## config.mk

```make
export PLATFORM = sky130hd
export DESIGN_NAME = pvc_front_flat
export DESIGN_NICKNAME = d
export VERILOG_FILES = /design/src/sv/pvc_pkg.sv /design/src/sv/pvc_req_if.sv /design/src/sv/pvc_front.sv /design/src/flat_wrapper.sv
export SDC_FILE = /design/constraint.sdc
export NUM_CORES = 1
export LEC_CHECK = 0
export BUFFER_PORTS_ARGS = -buffer_cell sky130_fd_sc_hd__clkbuf_2
export CAP_MARGIN = 10
export CORE_ASPECT_RATIO = 1.1
export CORE_UTILIZATION = 34
export DETAILED_ROUTE_END_ITERATION = 16
export GPL_ROUTABILITY_DRIVEN = 0
export PLACE_DENSITY = 0.57
export RECOVER_POWER = 50
export SYNTH_ARGS = -nofsm -noshare
export SYNTH_HDL_FRONTEND = slang
export SYNTH_SLANG_ARGS = --single-unit
```

## constraint.sdc

```tcl
create_clock -name clk -period 3.3 [get_ports clk]
set_input_delay 0.33 -clock clk [delete_from_list [all_inputs] [get_ports clk]]
set_output_delay 0.33 -clock clk [all_outputs]
set_load 0.005 [all_outputs]
```

## src/sv/pvc_pkg.sv

```systemverilog
package pvc_pkg;

    localparam logic [31:0] K_Q40     = 32'd2565774695;
    localparam logic [29:0] A_MIN     = 30'd33214047;
    localparam logic [29:0] A_CLAMP   = 30'd872569613;
    localparam logic [29:0] A_OFFSET  = 30'd28147498;
    localparam logic [29:0] A_SPAN    = 30'd844424930;
    localparam logic [15:0] V_MID     = 16'd16998;
    localparam logic [20:0] LN2_DIV6  = 21'd1938180;
    localparam logic [15:0] V_FULL    = 16'd40960;
    localparam logic [15:0] V_NEUTRAL = 16'd20480;

    localparam logic [19:0] ATM_RST  = 20'd101325;
    localparam logic [15:0] CRIT_RST = 16'd34079;
    localparam logic [15:0] LAM_RST  = 16'd65470;

    localparam logic [1:0] CFG_ATM  = 2'd0;
    localparam logic [1:0] CFG_CRIT = 2'd1;
    localparam logic [1:0] CFG_LAM  = 2'd2;

    localparam int QDEPTH = 4;
    localparam int QPTR_W = $clog2(QDEPTH);

    localparam int LOG_NORM = 5;
    localparam int LOG_FRAC = 20;
    localparam int LOG_LAT  = LOG_NORM + LOG_FRAC;

    typedef struct packed {
        logic [19:0] pu;
        logic [19:0] pd;
        logic [31:0] mag;
        logic        fill;
        logic        fault;
        logic        neut;
    } front_t;

    typedef struct packed {
        logic [19:0] pu;
        logic [19:0] pd;
        logic [31:0] mag;
        logic        fill;
        logic        fault;
        logic        neut;
        logic        lam;
        logic        clamp;
        logic        sat;
        logic        neg;
        logic [39:0] rem;
        logic [38:0] quo;
        logic [16:0] c;
        logic [32:0] sqv;
        logic [32:0] sqr;
        logic [43:0] t;
        logic [28:0] x16;
        logic [38:0] num;
        logic [38:0] d16;
        logic [29:0] u;
        logic [29:0] n;
        logic [14:0] term;
    } bk_t;

    typedef struct packed {
        logic [30:0] m;
        logic [24:0] res;
    } log_t;

endpackage

```

## src/sv/pvc_req_if.sv

```systemverilog
interface pvc_req_if;
    logic               valid;
    logic               ready;
    logic [19:0]        supply_pressure;
    logic [19:0]        chamber_pressure;
    logic signed [31:0] target_flow;
    logic               active_source;

    modport source (output valid, output supply_pressure, output chamber_pressure,
                    output target_flow, output active_source, input ready);
    modport sink (input valid, input supply_pressure, input chamber_pressure,
                  input target_flow, input active_source, output ready);
endinterface

```

## src/sv/pvc_front.sv

```systemverilog
module pvc_front (
    input  logic           clk,
    input  logic           rst_n,
    input  logic [19:0]    atm,
    pvc_req_if.sink        request,
    output pvc_pkg::front_t fr_data,
    output logic           fr_valid,
    input  logic           fr_ready
);
    import pvc_pkg::*;

    front_t      cls;
    front_t      data_reg;
    logic        valid_reg;
    logic        take;
    logic        negf;
    logic [31:0] raw;

    assign request.ready = !valid_reg || fr_ready;
    assign take = request.valid && request.ready;

    always_comb
    begin
        raw = request.target_flow;
        negf = raw[31];
        cls.fill = !negf && (raw != 32'd0);
        cls.mag = negf ? (~raw + 32'd1) : raw;
        if (request.chamber_pressure >= atm)
        begin
            cls.pu = cls.fill ? request.supply_pressure : request.chamber_pressure;
            cls.pd = cls.fill ? request.chamber_pressure : atm;
        end
        else if (cls.fill)
        begin
            cls.pu = request.active_source ? request.supply_pressure : atm;
            cls.pd = request.chamber_pressure;
        end
        else
        begin
            cls.pu = request.chamber_pressure;
            cls.pd = 20'd0;
        end
        cls.fault = (cls.pu == 20'd0);
        cls.neut = (cls.pd >= cls.pu) || (cls.mag == 32'd0);
    end

    always_ff @(posedge clk or negedge rst_n)
    begin
        if (!rst_n)
        begin
            valid_reg <= 1'b0;
        end
        else if (take)
        begin
            valid_reg <= 1'b1;
        end
        else if (fr_ready)
        begin
            valid_reg <= 1'b0;
        end
    end

    always_ff @(posedge clk)
    begin
        if (take)
        begin
            data_reg <= cls;
        end
    end

    assign fr_data = data_reg;
    assign fr_valid = valid_reg;
endmodule

```

## src/flat_wrapper.sv

```systemverilog
// flat-port wrapper written by rule: the top's interface ports become plain ports
module pvc_front_flat import pvc_pkg::*;
  (clk, rst_n, atm, fr_data, fr_valid, fr_ready, request_valid, request_supply_pressure, request_chamber_pressure, request_target_flow, request_active_source, request_ready);
  pvc_req_if request_i ();
  input  logic clk;
  input  logic rst_n;
  input  logic [19:0] atm;
  output pvc_pkg::front_t fr_data;
  output logic fr_valid;
  input  logic fr_ready;
  input wire logic [$bits(request_i.valid)-1:0] request_valid;
  input wire logic [$bits(request_i.supply_pressure)-1:0] request_supply_pressure;
  input wire logic [$bits(request_i.chamber_pressure)-1:0] request_chamber_pressure;
  input wire logic [$bits(request_i.target_flow)-1:0] request_target_flow;
  input wire logic [$bits(request_i.active_source)-1:0] request_active_source;
  output wire logic [$bits(request_i.ready)-1:0] request_ready;
  assign request_i.valid = request_valid;
  assign request_i.supply_pressure = request_supply_pressure;
  assign request_i.chamber_pressure = request_chamber_pressure;
  assign request_i.target_flow = request_target_flow;
  assign request_i.active_source = request_active_source;
  assign request_ready = request_i.ready;
  pvc_front u_core (.clk(clk), .rst_n(rst_n), .atm(atm), .request(request_i), .fr_data(fr_data), .fr_valid(fr_valid), .fr_ready(fr_ready));
endmodule
```

==> flow_metrics.env <==
export IMPL_status="finished, violations left"
export IMPL_violations="max-capacitance violations, max-slew violations, negative setup slack"
export IMPL_slew_headroom=-0.2025
export IMPL_clock_latency_ns=0.35
export IMPL_hold_path_class="in -> reg"
export IMPL_tns_ns=-0.5059
export IMPL_drive_above_1_share=0.4415
export IMPL_grt_ovfl_total=0
export IMPL_yosys_warnings=0
export IMPL_worstMarginPinSlew_ns=1.804
export IMPL_synth_top_family_by_area="compound AO/OA/AOI/OAI gates"
export IMPL_path_class="in -> reg"
export IMPL_wl_per_cell_um=15.28
export IMPL_grt_pass1_wl_um=23570
export IMPL_synth_area_top_cells="edfxtp_1, ha_1, xnor2_1, o31ai_1, nand2_1"
export IMPL_antenna_cells_inserted=0
export IMPL_finalMaxSlewViolations=76
export IMPL_cts_tree="built"
export IMPL_rsz0062_at_grt="true"
export IMPL_final_net_count=928
export IMPL_place_hpwl_um=11960
export IMPL_postRouteAntennaNets=0
export IMPL_setup_ws_ns=-0.5059
export IMPL_cts_buffers_inserted=9
export IMPL_cts_root_buf="clkbuf_16"
export IMPL_synthXorXnorAreaFrac=0.05302
export IMPL_finalSetupViolations=1
export IMPL_muxShareOfSynthArea=0.02507
export IMPL_numPortBuffers=173
export IMPL_synth_flop_cell="edfxtp_1"
export IMPL_core_area_um2=13790
export IMPL_synth_fa_ha_area_frac=0.1071
export IMPL_syn_nets=595
export IMPL_drt_first_pass_iters=4
export IMPL_synth_avg_cell_area_um2=10.48
export IMPL_die_area_um2=14570
export IMPL_hold_viol_final=0
export IMPL_grt_usage=0.2137
export IMPL_pin_count=174
export IMPL_dr_first_iter_drc_count=189
export IMPL_start_kind="input pin"
export IMPL_clk_pin_slew_ns=0.06
export IMPL_dp_cells=957
export IMPL_synth_most_common_cell="edfxtp_1"
export IMPL_crit_required_ns=3.39
export IMPL_synth_common_cells="edfxtp_1, nand2_1, inv_1, ha_1, o21ai_0"
export IMPL_finalWirelength_um=15020
export IMPL_synth_compound_area_frac=0.1554
export IMPL_ctsLongestPathBuffers=2
export IMPL_cp_data_arrival_time_ns=3.90
export IMPL_holdWs_ns=0.1935
export IMPL_area_growth_pct=59.55
export IMPL_end_kind="flop"
export IMPL_use_met2=0.3653
export IMPL_synth_cell_types=50
export IMPL_via_per_inst=4.889
export IMPL_synthCells=457
export IMPL_netlist_area_um2=4791
export IMPL_peakVddDrop_uv=208.1
export IMPL_clock_skew_ns=0.004491
export IMPL_yosys_area_share_simple=0.1374
export IMPL_finish_utilization=0.5541
export IMPL_cts_sinks=76
export IMPL_floorplan_die_height_um=126.5
export IMPL_fin_crit_ns=3.806
export IMPL_fmax_mhz=262.7
export IMPL_grt_max_degree=76
export IMPL_grt_pass1_vias=4920
export IMPL_p_leak_nw=3.435
export IMPL_h_tree_depth=3
export IMPL_start_util=0.3473
export IMPL_grt_util_met1=0.2463
export IMPL_final_period_utilization=1.153
export IMPL_yosysSeqAreaShare=0.4753
export IMPL_worstPathMaxFanout=5
export IMPL_drv_cap=1
export IMPL_fill_cells=1249
export IMPL_instances_no_fill=983
export IMPL_multi_input_area_um2=2561
export IMPL_grt_use_met3=0.04396
export IMPL_grt_antenna_before_repair=0
export IMPL_power_density_nw_per_um2=385.7
export IMPL_grt_busiest_layer="met2"
export IMPL_route_vias_total=4806
export IMPL_seq_area_um2=2277
export IMPL_yosys_area_top_type="edfxtp_1"
export IMPL_die_w_um=115.2
export IMPL_synth_edf_count=75
export IMPL_synth_async_reset_ratio=0.01316
export IMPL_ys_seq_elements=76
export IMPL_drc=0
export IMPL_synth_top_cell_area_share=0.4701
export IMPL_rows=45
==> per-layer routing <==
layer / part of all wire / vias to the layer above
li1: - / 2378
met2: 0.49 / 174
met3: 0.063 / 35
met4: 0.040 / 0
met1: 0.41 / 2219
met5: 0 / -
==> state kept, by name, indices dropped and copies added, names as in the netlist <==
name	count
u_core.fr_data	75
u_core.fr_valid	1
==> critical path, stage by stage <==
cell,delay (ns)
clkbuf_2,0.11
inv_2,0.07
ha_4,0.20
and3_4,0.17
a221oi_2,0.21
nor2_1,0.08
or4_4,0.50
nor2_4,0.20
mux2i_1,0.25
o21ai_2,0.09
ha_1,0.30
nand2b_4,0.14
a21o_1,0.15
a21o_1,0.16
a21oi_2,0.15
o21ai_2,0.10
a2111oi_4,0.32
o41ai_2,0.09
a31oi_1,0.19
o31ai_2,0.09
==> area by class of cell <==
type	count	share of cell area
multi-input cells	322	0.3351
flip-flops and latches	76	0.2979
repair buffers	338	0.2760
well taps	188	0.03077
clock buffers	10	0.02996
inverters	43	0.02308
clock inverters	6	0.007202
==> cells in the final DEF (no fill, tap or decap), types with 3 or more instances in the layout <==
| cell | Yosys | routed |
|---|---|---|
| buf_4 | 0 | 153 |
| clkbuf_2 | 0 | 132 |
| edfxtp_1 | 75 | 75 |
| clkbuf_1 | 12 | 46 |
| nand2_1 | 46 | 45 |
| inv_1 | 43 | 39 |
| ha_1 | 41 | 37 |
| xnor2_1 | 25 | 25 |
| o21ai_0 | 32 | 22 |
| o31ai_1 | 27 | 22 |
| nor2_1 | 23 | 21 |
| a21oi_1 | 16 | 13 |
| mux2i_1 | 12 | 12 |
| o21ai_1 | 1 | 9 |
| a31oi_1 | 10 | 9 |
| clkbuf_16 | 0 | 9 |
| or4_1 | 10 | 8 |
| nor3_1 | 6 | 6 |
| nand2b_1 | 7 | 6 |
| nand4_1 | 5 | 5 |
| or4_4 | 3 | 5 |
| a21o_1 | 6 | 5 |
| or3_1 | 4 | 4 |
| xor2_1 | 4 | 4 |
| o41ai_1 | 5 | 4 |
| ha_4 | 0 | 4 |
| buf_12 | 0 | 4 |
| nor2b_1 | 3 | 3 |
| nor4_1 | 7 | 3 |
| nand3_1 | 3 | 3 |
| o21a_1 | 3 | 3 |
| o31ai_4 | 0 | 3 |
| o31ai_2 | 1 | 3 |
| a21oi_2 | 0 | 3 |
| clkinv_1 | 0 | 3 |
==> where the power goes <==
| group | switching, mW | internal, mW | total, mW |
|---|---|---|---|
| registers | 0.0185 | 1.16 | 1.17 |
| clock network | 0.386 | 0.577 | 0.964 |
| logic | 0.401 | 0.408 | 0.810 |
| total | 0.806 | 2.14 | 2.95 |
==> cells by family (layout without fill, tap and decap cells) <==
logic type	after synthesis	count (layout)
AND/OR/NAND/NOR	127	127
AO/OA/AOI/OAI	113	113
flip-flops	76	76
buffers and inverters	59	397
adder cells (fa/ha/maj)	41	41
XOR/XNOR	29	29
multiplexers	12	12
==> what timing repair did <==
item | 4_1_cts | 5_1_grt
endpoints found under the hold margin | 1 | 0
gates resized for setup | 22 | 26
buffers inserted | 7 | 2
hold buffers | 1 | 0
endpoints found under the setup margin | 2 | 2
pin swaps | 13 | 10
==> per-stage QoR <==
| stage | area [µm²] | worst slack [ns] | power [mW] |
|---|---|---|---|
| after floorplan | 4893 | -0.8291 | 1.512 |
| after global placement | 7121 | -1.192 | 1.923 |
| after detailed placement | 7121 | -1.277 | 1.938 |
| after CTS | 7582 | -0.6332 | 2.952 |
| after global routing | 7644 | -0.7213 | 3.099 |
| final | 7644 | -0.5059 | 2.948 |
==> final timing paths <==
check	start	end	slack, ns	cells after the start
max in group asynchronous	rst_n	u_core.fr_valid	2.92	2
worst min-delay path	request_valid	u_core.fr_valid	0.19	2
worst min register to register	u_core.fr_valid	u_core.fr_valid	0.55	2
worst max register to register	u_core.fr_valid	u_core.fr_data[46]	0.99	2
worst max-delay path	atm[15]	u_core.fr_data[0]	-0.51	20
min in group asynchronous	rst_n	u_core.fr_valid	0.29	2
No activity file was read; power rests on OpenSTA's default activity.
