===== config.mk =====
export PLATFORM = sky130hd
export DESIGN_NAME = pvc_queue
export DESIGN_NICKNAME = d
export VERILOG_FILES = /design/src/sv/pvc_pkg.sv /design/src/sv/pvc_queue.sv
export SDC_FILE = /design/constraint.sdc
export NUM_CORES = 1
export LEC_CHECK = 0
export ABC_AREA = 1
export BUFFER_PORTS_ARGS = -buffer_cell sky130_fd_sc_hd__buf_2
export CAP_MARGIN = 0
export CORE_ASPECT_RATIO = 1.5
export CORE_MARGIN = 2
export CORE_UTILIZATION = 30
export DETAILED_ROUTE_END_ITERATION = 7
export SLEW_MARGIN = 10
export SYNTH_ARGS = -nofsm -noshare
export SYNTH_HDL_FRONTEND = slang
export SYNTH_SLANG_ARGS = --single-unit
export TNS_END_PERCENT = 1

===== constraint.sdc =====
create_clock -name clk -period 11.4 [get_ports clk]
set_input_delay 1.71 -clock clk [delete_from_list [all_inputs] [get_ports clk]]
set_output_delay 1.71 -clock clk [all_outputs]
set_load 0.01 [all_outputs]

===== src/sv/pvc_pkg.sv =====
package pvc_pkg;

    localparam logic [31:0] K_Q40     = 32'd2565774695;
    localparam logic [29:0] A_MIN     = 30'd33214047;
    localparam logic [29:0] A_CLAMP   = 30'd872569613;
    localparam logic [29:0] A_OFFSET  = 30'd28147498;
    localparam logic [29:0] A_SPAN    = 30'd844424930;
    localparam logic [15:0] V_MID     = 16'd16998;
    localparam logic [20:0] LN2_DIV6  = 21'd1938180;
    localparam logic [15:0] V_FULL    = 16'd40960;
    localparam logic [15:0] V_NEUTRAL = 16'd20480;

    localparam logic [19:0] ATM_RST  = 20'd101325;
    localparam logic [15:0] CRIT_RST = 16'd34079;
    localparam logic [15:0] LAM_RST  = 16'd65470;

    localparam logic [1:0] CFG_ATM  = 2'd0;
    localparam logic [1:0] CFG_CRIT = 2'd1;
    localparam logic [1:0] CFG_LAM  = 2'd2;

    localparam int QDEPTH = 4;
    localparam int QPTR_W = $clog2(QDEPTH);

    localparam int LOG_NORM = 5;
    localparam int LOG_FRAC = 20;
    localparam int LOG_LAT  = LOG_NORM + LOG_FRAC;

    typedef struct packed {
        logic [19:0] pu;
        logic [19:0] pd;
        logic [31:0] mag;
        logic        fill;
        logic        fault;
        logic        neut;
    } front_t;

    typedef struct packed {
        logic [19:0] pu;
        logic [19:0] pd;
        logic [31:0] mag;
        logic        fill;
        logic        fault;
        logic        neut;
        logic        lam;
        logic        clamp;
        logic        sat;
        logic        neg;
        logic [39:0] rem;
        logic [38:0] quo;
        logic [16:0] c;
        logic [32:0] sqv;
        logic [32:0] sqr;
        logic [43:0] t;
        logic [28:0] x16;
        logic [38:0] num;
        logic [38:0] d16;
        logic [29:0] u;
        logic [29:0] n;
        logic [14:0] term;
    } bk_t;

    typedef struct packed {
        logic [30:0] m;
        logic [24:0] res;
    } log_t;

endpackage


===== src/sv/pvc_queue.sv =====
module pvc_queue (
    input  logic            clk,
    input  logic            rst_n,
    input  pvc_pkg::front_t wr_data,
    input  logic            wr_valid,
    output logic            wr_ready,
    output pvc_pkg::front_t rd_data,
    output logic            rd_valid,
    input  logic            rd_ready
);
    import pvc_pkg::*;

    front_t            q_mem [QDEPTH];
    logic [QPTR_W-1:0] wr_ptr_reg;
    logic [QPTR_W-1:0] rd_ptr_reg;
    logic [QPTR_W:0]   count_reg;
    logic              push;
    logic              pop;

    assign wr_ready = (count_reg != (QPTR_W + 1)'(QDEPTH));
    assign rd_valid = (count_reg != '0);
    assign push = wr_valid && wr_ready;
    assign pop = rd_valid && rd_ready;
    assign rd_data = q_mem[rd_ptr_reg];

    always_ff @(posedge clk or negedge rst_n)
    begin
        if (!rst_n)
        begin
            wr_ptr_reg <= '0;
            rd_ptr_reg <= '0;
            count_reg <= '0;
        end
        else
        begin
            if (push)
            begin
                wr_ptr_reg <= wr_ptr_reg + 1'b1;
            end
            if (pop)
            begin
                rd_ptr_reg <= rd_ptr_reg + 1'b1;
            end
            if (push && !pop)
            begin
                count_reg <= count_reg + 1'b1;
            end
            else if (pop && !push)
            begin
                count_reg <= count_reg - 1'b1;
            end
        end
    end

    always_ff @(posedge clk)
    begin
        if (push)
        begin
            q_mem[wr_ptr_reg] <= wr_data;
        end
    end
endmodule


==> metrics.txt, run 1 <==
peak supply drop 0.161 mV; hold-critical path depth 2; core footprint 41,100 um^2; Synth area leaders edfxtp_1 72%, o211ai_1 8.4%, nand2_1 7.3%; #FFs+latches synth 307; Initial Util 30.4%; fraction of layout cells with a size suffix above 1 19.4%; Synth area leader edfxtp_1; setup slack, reg-to-reg 8.70 ns; TritonCTS Buffers 28; Post CTS Setup Buffer Count 0; I/O Pins 156; Synth cell types 18; drt drc 0; Post-CTS Hold Buffers 0; HP Start count_reg[2]; startpoint types flip-flop; die footprint 43,400 um^2; Post-Synth Adder-Cell Area 0.660%; post-DP HPWL 14,700 um; RSZ-0062 raised after global routing no; mux contribution to synthesized area 0%; most frequent cells in the layout 300 x edfxtp_1, 242 x nand2_1, 164 x inv_1, 155 x buf_2, 140 x o211ai_1; Worst Setup SP rd_ptr_reg[0]; xor/xnor cell area share of the yosys netlist 0.0700%; Final Hold Vio Count 0; WL per Instance 15.5 um; # fillers 3,996; commonest non-fill, non-tap cell in the layout edfxtp_1; DRT antenna net count 0; First-pass DRT Iterations 4; Fmax achieved 200 MHz; Post-Synth Simple-Gate Area 7.71%; Period minus WS final 5.00 ns; Reg2Reg Depth 6; Die W 171 um; global-route usage over all layers 11.5%; Via density 4.32; vias in the first global route 6,989; clk_lat worst skew 0.55 ns; die height 254 um; pin count of the biggest net entering global routing 200; Clock Root Buffer clkbuf_16; compound-cell area share of the yosys netlist 9.44%; Setup Viol. Count Final 0; Setup Skew 0.00762 ns; max_slew headroom 29.3%; Syn Inst Count 935; WL final 25,800 um; PostCTS Resize Cnt 0; H-tree depth 1; clk slew on worst S/H paths 0.06 ns; Clock Sinks 307; Largest register FFs 300; Min-Delay Path Class reg -> reg; RePlAce Congestion 0.704; largest family of logic cells by synthesized area compound AO/OA/AOI/OAI gates; Seq/Total Area, Yosys 73.4%; Nets 1,166; area share of the largest cell type after synthesis 72.0%; # rows 91; total power 3.62 mW; outcome finished clean; Req. time, crit path 9.69 ns; vias post-DR 7,154; Area Growth Syn to Fin 15.4%; syn_nets 1,020; Worst R2R Start count_reg[0]; pwr/cell area 251 nW/um^2; CTS tree done; initial antenna violation count 6; final hold slack 0.506 ns; DRT iter0 DRCs 372; crit path kind reg -> out; critical path capture point type primary output; Post-Synthesis Cell Area 12,500 um^2; Critical R2R Capture q_mem[2][24]; TNS Setup 0 ns; IO Port Bufs 155; max-cap violation count 0; first-pass GRT wire length 38,000 um; Crit path arrival time 3.29 ns; synth warn 0; period utilisation layout 43.9%; Leak 5.71 nW; CP max FO 199; total global routing overflow 0; CTS max path bufs 3; Hold Crit Endpoint count_reg[2]; Max Transition Viols Final 0; Slew @ Worst Pin 1.06 ns; Mapped Avg Cell Area 13.4 um^2
metal layers:
layer / GRT usage [%] / vias to the layer above / wire [um]
li1: - / 3541 / -
met1: 12.5 / 3401 / 10100
met2: 21.3 / 148 / 13400
met3: 2.76 / 56 / 1390
met4: 4.96 / 8 / 809
met5: 0 / - / 49
cell type report:
class	instances	area, um^2	area share, %
antenna	2	5.00	0.0347
inverter	166	632	4.38
clock inverter	10	41.3	0.286
timing repair buffer	166	858	5.94
sequential	307	9190	63.6
tap	558	698	4.83
multi-input combinational	412	2270	15.7
clock buffer	36	752	5.21
through the flow:
step / std cells / cell area [um^2] / setup WS (ns) / util (%)
4_1_cts: 1655 / 14400 / 6.40 / 35.1
6_report: 1657 / 14400 / 6.40 / 35.1
3_3_place_gp: 1609 / 13600 / 7.04 / 33.2
2_1_floorplan: 935 / 12500 / 5.90 / -
5_1_grt: 1657 / 14400 / 6.08 / 35.1
3_5_place_dp: 1609 / 13600 / 7.00 / 33.2
power by group:
group          switching, mW  leakage [nW]  internal, mW
Sequential            0.0531          2.83          1.49
Clock                  0.381         0.380         0.458
Combinational          0.848          2.50         0.392
synthesized netlist by cell type:
master and count:
nand4_1 1, buf_6 34, buf_4 5, edfxtp_1 300, ha_1 5, inv_2 2
dfrtp_1 7, buf_2 7, nand3_1 7, clkbuf_1 4, fa_1 1, o21ai_0 1
inv_1 164, nor2_1 4, xnor2_1 1, nand2_1 242, o211ai_1 140, o211ai_2 10
critical path: stages, from the launching register on:
cell	delay (ns)
dfrtp_1	0.45
inv_8	0.74
buf_4	0.91
nand2_1	0.13
o211ai_1	0.13
nand2_1	0.07
buf_2	0.16
logic make-up (layout without fill, tap and decap cells):
kind of cell	after synthesis	after routing
xor+xnor	1	1
other cells	0	2
simple gates	254	254
fa+ha+maj	6	6
compound gates	151	151
flops	307	307
buf+inv	216	378
worst max-delay path by stage:
stage | slack (ns) | depth (start not counted) | endpoint
2_1_floorplan | 5.90 | 2 | q_mem[0][0]
3_3_place_gp | 7.04 | 6 | rd_data[35]
3_5_place_dp | 7.00 | 6 | rd_data[73]
4_1_cts | 6.40 | 6 | rd_data[73]
5_1_grt | 6.08 | 6 | rd_data[38]
6_report | 6.40 | 6 | rd_data[32]
No activity file was read; power rests on OpenSTA's default activity.
==> inputs of run 2 (changes only) <==
ABC_AREA = 0   (was 1)
clock period = 5.1 ns   (was 11.4 ns; I/O delays follow)
==> run 2 against run 1 <==
Against the previous run: synthesized cell count down 54%; first-iteration DRC count down 33%; power increased by 120%; cell area decreased by 6.4%; flip-flop and latch count unchanged; global-route usage down 0.48 points; die area is 9.8% lower; combinational power up 65%; critical endpoint is now rd_data[71]; largest cell class unchanged; largest power group unchanged; highest routed layer unchanged.
==> metrics.txt, run 2 <==
DRT antenna net count 0; #FFs+latches synth 307; fraction of layout cells with a size suffix above 1 46.1%; CP delay by family, top flip-flops; Via density 4.46; Worst R2R Start count_reg[0]; setup slack, reg-to-reg 2.59 ns; commonest non-fill, non-tap cell in the layout edfxtp_1; max-cap violation count 0; core footprint 36,900 um^2; ys async rst share 2.28%; top_reg_cell synth edfxtp_1; Post-Synthesis Cell Area 11,300 um^2; area of the multi-input gates 1920 um^2; RePlAce Congestion 0.719; CTS max path bufs 3; PostCTS Resize Cnt 0; Final Hold Vio Count 0; peak supply drop 0.680 mV; Period minus WS final 3.55 ns; most instantiated cells after synthesis 300 x edfxtp_1, 75 x mux4_2, 7 x dfrtp_1; Post CTS Setup Buffer Count 0; WL per Instance 19.8 um; Syn Inst Count 427; Setup Skew 0.0135 ns; period utilisation layout 69.7%; initial antenna violation count 2; pin count of the biggest net entering global routing 65; clk_lat worst skew 0.56 ns; most common cell in the synthesized netlist edfxtp_1; die footprint 39,100 um^2; synth warn 0; Crit path largest cell delay 1.05 ns; Nets 690; Post-CTS Hold Buffers 0; Synth area leaders edfxtp_1 80%, mux4_2 15%, dfrtp_1 1.6%; WL final 21,900 um; pwr/cell area 582 nW/um^2; # fillers 3,353; CTS tree done; Initial Util 30.5%; most frequent cells in the layout 300 x edfxtp_1, 155 x buf_2, 75 x mux4_2, 31 x clkbuf_16, 8 x buf_4; EDFF count, synth 300; CP max FO 46; crit-path cells buf_4 > mux4_2 > buf_2; Min-Delay Path Class in -> async; TritonCTS Buffers 30; global-route usage over all layers 11.1%; Die W 162 um; RSZ-0062 raised after global routing no; Non-Filler Instances 1,108; Fmax achieved 281 MHz; vias post-DR 4,943; Sequential cell area 9190 um^2; Clock Sinks 307; I/O Pins 156; drt drc 0; max_slew headroom 29.8%; Setup Viol. Count Final 0; startpoint types flip-flop; total global routing overflow 0; Area Growth Syn to Fin 20.0%; Leak 4.53 nW; # rows 86; slowest stage cell, crit path dfrtp_4; Slew @ Worst Pin 1.05 ns; TNS Setup 0 ns; Synth cell types 20; H-tree depth 1; First-pass DRT Iterations 6; total power 7.86 mW; clk slew on worst S/H paths 0.06 ns; IO Port Bufs 155; Reg2Reg Depth 4; vias in the first global route 5,364; Mapped Avg Cell Area 26.4 um^2; Synth area leader edfxtp_1; dpl cells 1,057; Seq/Total Area, Yosys 81.5%; Critical R2R Capture q_mem[0][0]; Largest register FFs 300; Clock Root Buffer clkbuf_16; die height 241 um; outcome finished clean; Buf/Inv on CP 2; critical path capture point type primary output; first-pass GRT wire length 32,300 um; DRT iter0 DRCs 251; Req. time, crit path 4.34 ns; post-DP HPWL 12,900 um; final hold slack 0.0357 ns; syn_nets 512; Max Transition Viols Final 0; crit path kind reg -> out; area share of the largest cell type after synthesis 80.0%; Crit path arrival time 2.79 ns
-- run 2: cells by family (layout without fill, tap and decap cells) --
kind of cell	Yosys count	count (layout)	share of synthesized area, %
AO/OA/AOI/OAI	1	1	0.100
XOR/XNOR	6	6	0.467
adder cells (fa/ha/maj)	6	6	0.733
buffers and inverters	20	216	1.50
flip-flops	307	307	81.5
multiplexers	77	77	15.2
other	0	1	0
AND/OR/NAND/NOR	10	10	0.456
-- run 2: final cells by class --
type,count,share of cell area [%]
flip-flops and latches,307,68.0
repair buffers,163,6.19
clock buffers,36,5.88
clock inverters,14,1.12
multi-input cells,100,14.2
well taps,484,4.48
inverters,3,0.0833
diodes,1,0.0185
-- run 2: worst max-delay path by stage --
stage / depth (start not counted) / from / to
after detailed placement: 3 / rd_ptr_reg[0] / rd_data[50]
after global placement: 3 / rd_ptr_reg[0] / rd_data[50]
final: 3 / rd_ptr_reg[0] / rd_data[71]
after global routing: 3 / rd_ptr_reg[0] / rd_data[71]
after CTS: 3 / rd_ptr_reg[0] / rd_data[50]
after floorplan: 2 / wr_valid / q_mem[0][0]
-- run 2: layer usage --
| layer | GRT usage (%) | vias up | routed length (um) |
|---|---|---|---|
| li1 | - | 2187 | - |
| met4 | 4.40 | 4 | 574 |
| met1 | 12.4 | 2590 | 8160 |
| met5 | 0 | - | 27 |
| met3 | 1.95 | 43 | 992 |
| met2 | 20.8 | 119 | 12200 |
-- run 2: through the flow --
| step | area (um^2) | setup WS [ns] | utilization, % |
|---|---|---|---|
| finish | 13500 | 1.55 | 36.6 |
| global route | 13500 | 1.31 | 36.6 |
| CTS | 13500 | 1.41 | 36.6 |
| detailed placement | 12600 | 2.02 | 34.0 |
| global placement | 12600 | 2.00 | 34.0 |
| floorplan | 11300 | 1.84 | - |
-- run 2: power by group --
| group | leakage [nW] | switching (mW) | total (mW) | internal (mW) |
|---|---|---|---|---|
| sequential | 2.83 | 0.332 | 3.67 | 3.34 |
| clock | 0.455 | 0.898 | 2.15 | 1.25 |
| combinational | 1.24 | 1.03 | 2.04 | 1.01 |
==> inputs of run 3 (changes only) <==
ABC_AREA = 1   (was 0)
clock period = 3.2 ns   (was 5.1 ns; I/O delays follow)
==> run 3 against run 2 <==
Against the previous run: sequential share of layout area down 6.3 points; first-iteration DRC count increased by 33%; global-route usage up 0.41 points; largest cell class unchanged; power up 74%; critical path depth is 3 higher; wire length rose by 15%; combinational power grew 130%; die area up 11%; register-to-register slack got worse by 1.5 ns; cell count rose by 51%; core utilization shrank 0.42 points.
==> metrics.txt, run 3 (synthesis gave the netlist of run 1 again) <==
vias post-DR 7,233; critical path capture point type primary output; outcome finished clean; Fmax achieved 381 MHz; switching share of power 34.1%; CTS tree done; Switch Pwr 4.68 mW; Combinational Power Share 33.8%; Post CTS Setup Buffer Count 0; post-DP HPWL 15,300 um; peak supply drop 0.536 mV; Largest register FFs 300; DRT antenna net count 0; WL per Instance 15.1 um; Seq pwr share 40.0%; initial antenna violation count 6; Crit path arrival time 2.15 ns; fraction of layout cells with a size suffix above 1 21.5%; die height 254 um; Worst Setup SP rd_ptr_reg[0]; TritonCTS Buffers 30; placed standard-cell area 13,800 um^2; PostCTS Resize Cnt 0; Slew @ Worst Pin 0.624 ns; core footprint 41,100 um^2; period utilisation layout 82.1%; max_slew headroom 58.4%; Initial Util 30.4%; Area Growth Syn to Fin 18.9%; Final Instance Area 14,900 um^2; Clock Root Buffer clkbuf_16; # rows 91; Via density 4.31; max-cap violation count 0; Final Hold Vio Count 0; # fillers 3,879; most frequent cells in the layout 300 x edfxtp_1, 242 x nand2_1, 164 x inv_1, 155 x buf_2, 140 x o211ai_1; Leak 5.92 nW; IO Port Bufs 155; total global routing overflow 0; Period minus WS final 2.63 ns; Max Transition Viols Final 0; Reg2Reg Depth 9; RSZ-0062 raised after global routing no; TNS Setup 0 ns; DRT iter0 DRCs 334; crit path kind reg -> out; CTS max path bufs 3; clk_lat worst skew 0.57 ns; drt drc 0; Nets 1,181; Die W 171 um; setup slack, reg-to-reg 1.10 ns; Sequential cell area 9190 um^2; clk slew on worst S/H paths 0.06 ns; Setup Viol. Count Final 0; global-route usage over all layers 11.5%; Clock Sinks 307; Worst R2R Start count_reg[0]; Setup Skew 0.0162 ns; vias in the first global route 7,282; hold-critical path depth 1; commonest non-fill, non-tap cell in the layout edfxtp_1; RePlAce Congestion 0.696; WL final 25,300 um; CP max FO 80; pin count of the biggest net entering global routing 81; pwr/cell area 922 nW/um^2; I/O Pins 156; First-pass DRT Iterations 4; Min-Delay Path Class in -> reg; startpoint types flip-flop; HP Start wr_data[58]; Critical R2R Capture count_reg[1]; Int Pwr 9.03 mW; Hold Crit Endpoint q_mem[1][58]; Req. time, crit path 2.72 ns; clock power share 26.2%; first-pass GRT wire length 38,400 um; die footprint 43,400 um^2; H-tree depth 1; area of the multi-input gates 2270 um^2
run 3: worst max-delay path: stages, from the launching register on:
cell and delay (ns):
dfrtp_1 0.45, inv_8 0.39, buf_12 0.27, nand2_1 0.07
o211ai_1 0.08, nand2_1 0.10, buf_2 0.15
run 3: final cells by class:
type	count	area share, %
Antenna cell	3	0.0505
Clock buffer	34	5.29
Clock inverter	19	1.52
Inverter	166	4.25
Multi-Input combinational cell	412	15.2
Sequential cell	307	61.8
Tap cell	558	4.69
Timing Repair Buffer	179	7.20
run 3: worst max-delay path by stage:
stage | endpoint | slack, ns | cells past startpoint
final | rd_data[23] | 0.57 | 6
after detailed placement | count_reg[1] | 1.08 | 9
after floorplan | q_mem[0][0] | -0.05 | 4
after global placement | count_reg[1] | 1.13 | 9
after CTS | rd_data[23] | 0.50 | 6
after global routing | rd_data[28] | 0.42 | 6
run 3: per-layer routing:
layer	wire length, um	up-vias	global-route usage (%)
met2	13600	144	21.7
met5	37	-	0
met1	9650	3450	12.3
li1	-	3582	-
met4	704	6	4.52
met3	1250	51	2.37
run 3: power by group through the flow:
stage	logic (mW)	registers [mW]	clock network, mW
final	4.64	5.48	3.59
after global routing	5.20	5.54	3.87
after CTS	4.79	5.49	3.71
after detailed placement	4.78	5.57	0
after global placement	4.70	5.54	0
after floorplan	3.26	5.55	0
run 3: repair_timing:
action                     in CTS  in global routing
hold buffers                    1                  0
hold endpoints to repair        7                  0
setup endpoints to repair       0                  0
run 3: through the flow:
| step | instances | setup slack, ns | power [mW] | util (%) | hold slack [ns] |
|---|---|---|---|---|---|
| CTS | 1675 | 0.500 | 14.0 | 36.2 | 0.0862 |
| detailed placement | 1621 | 1.08 | 10.3 | 33.7 | 0.325 |
| global route | 1676 | 0.417 | 14.6 | 36.2 | 0.0976 |
| global placement | 1621 | 1.13 | 10.2 | 33.7 | 0.321 |
| finish | 1678 | 0.573 | 13.7 | 36.2 | 0.127 |
| floorplan | 935 | -0.0502 | 8.81 | - | 0.184 |
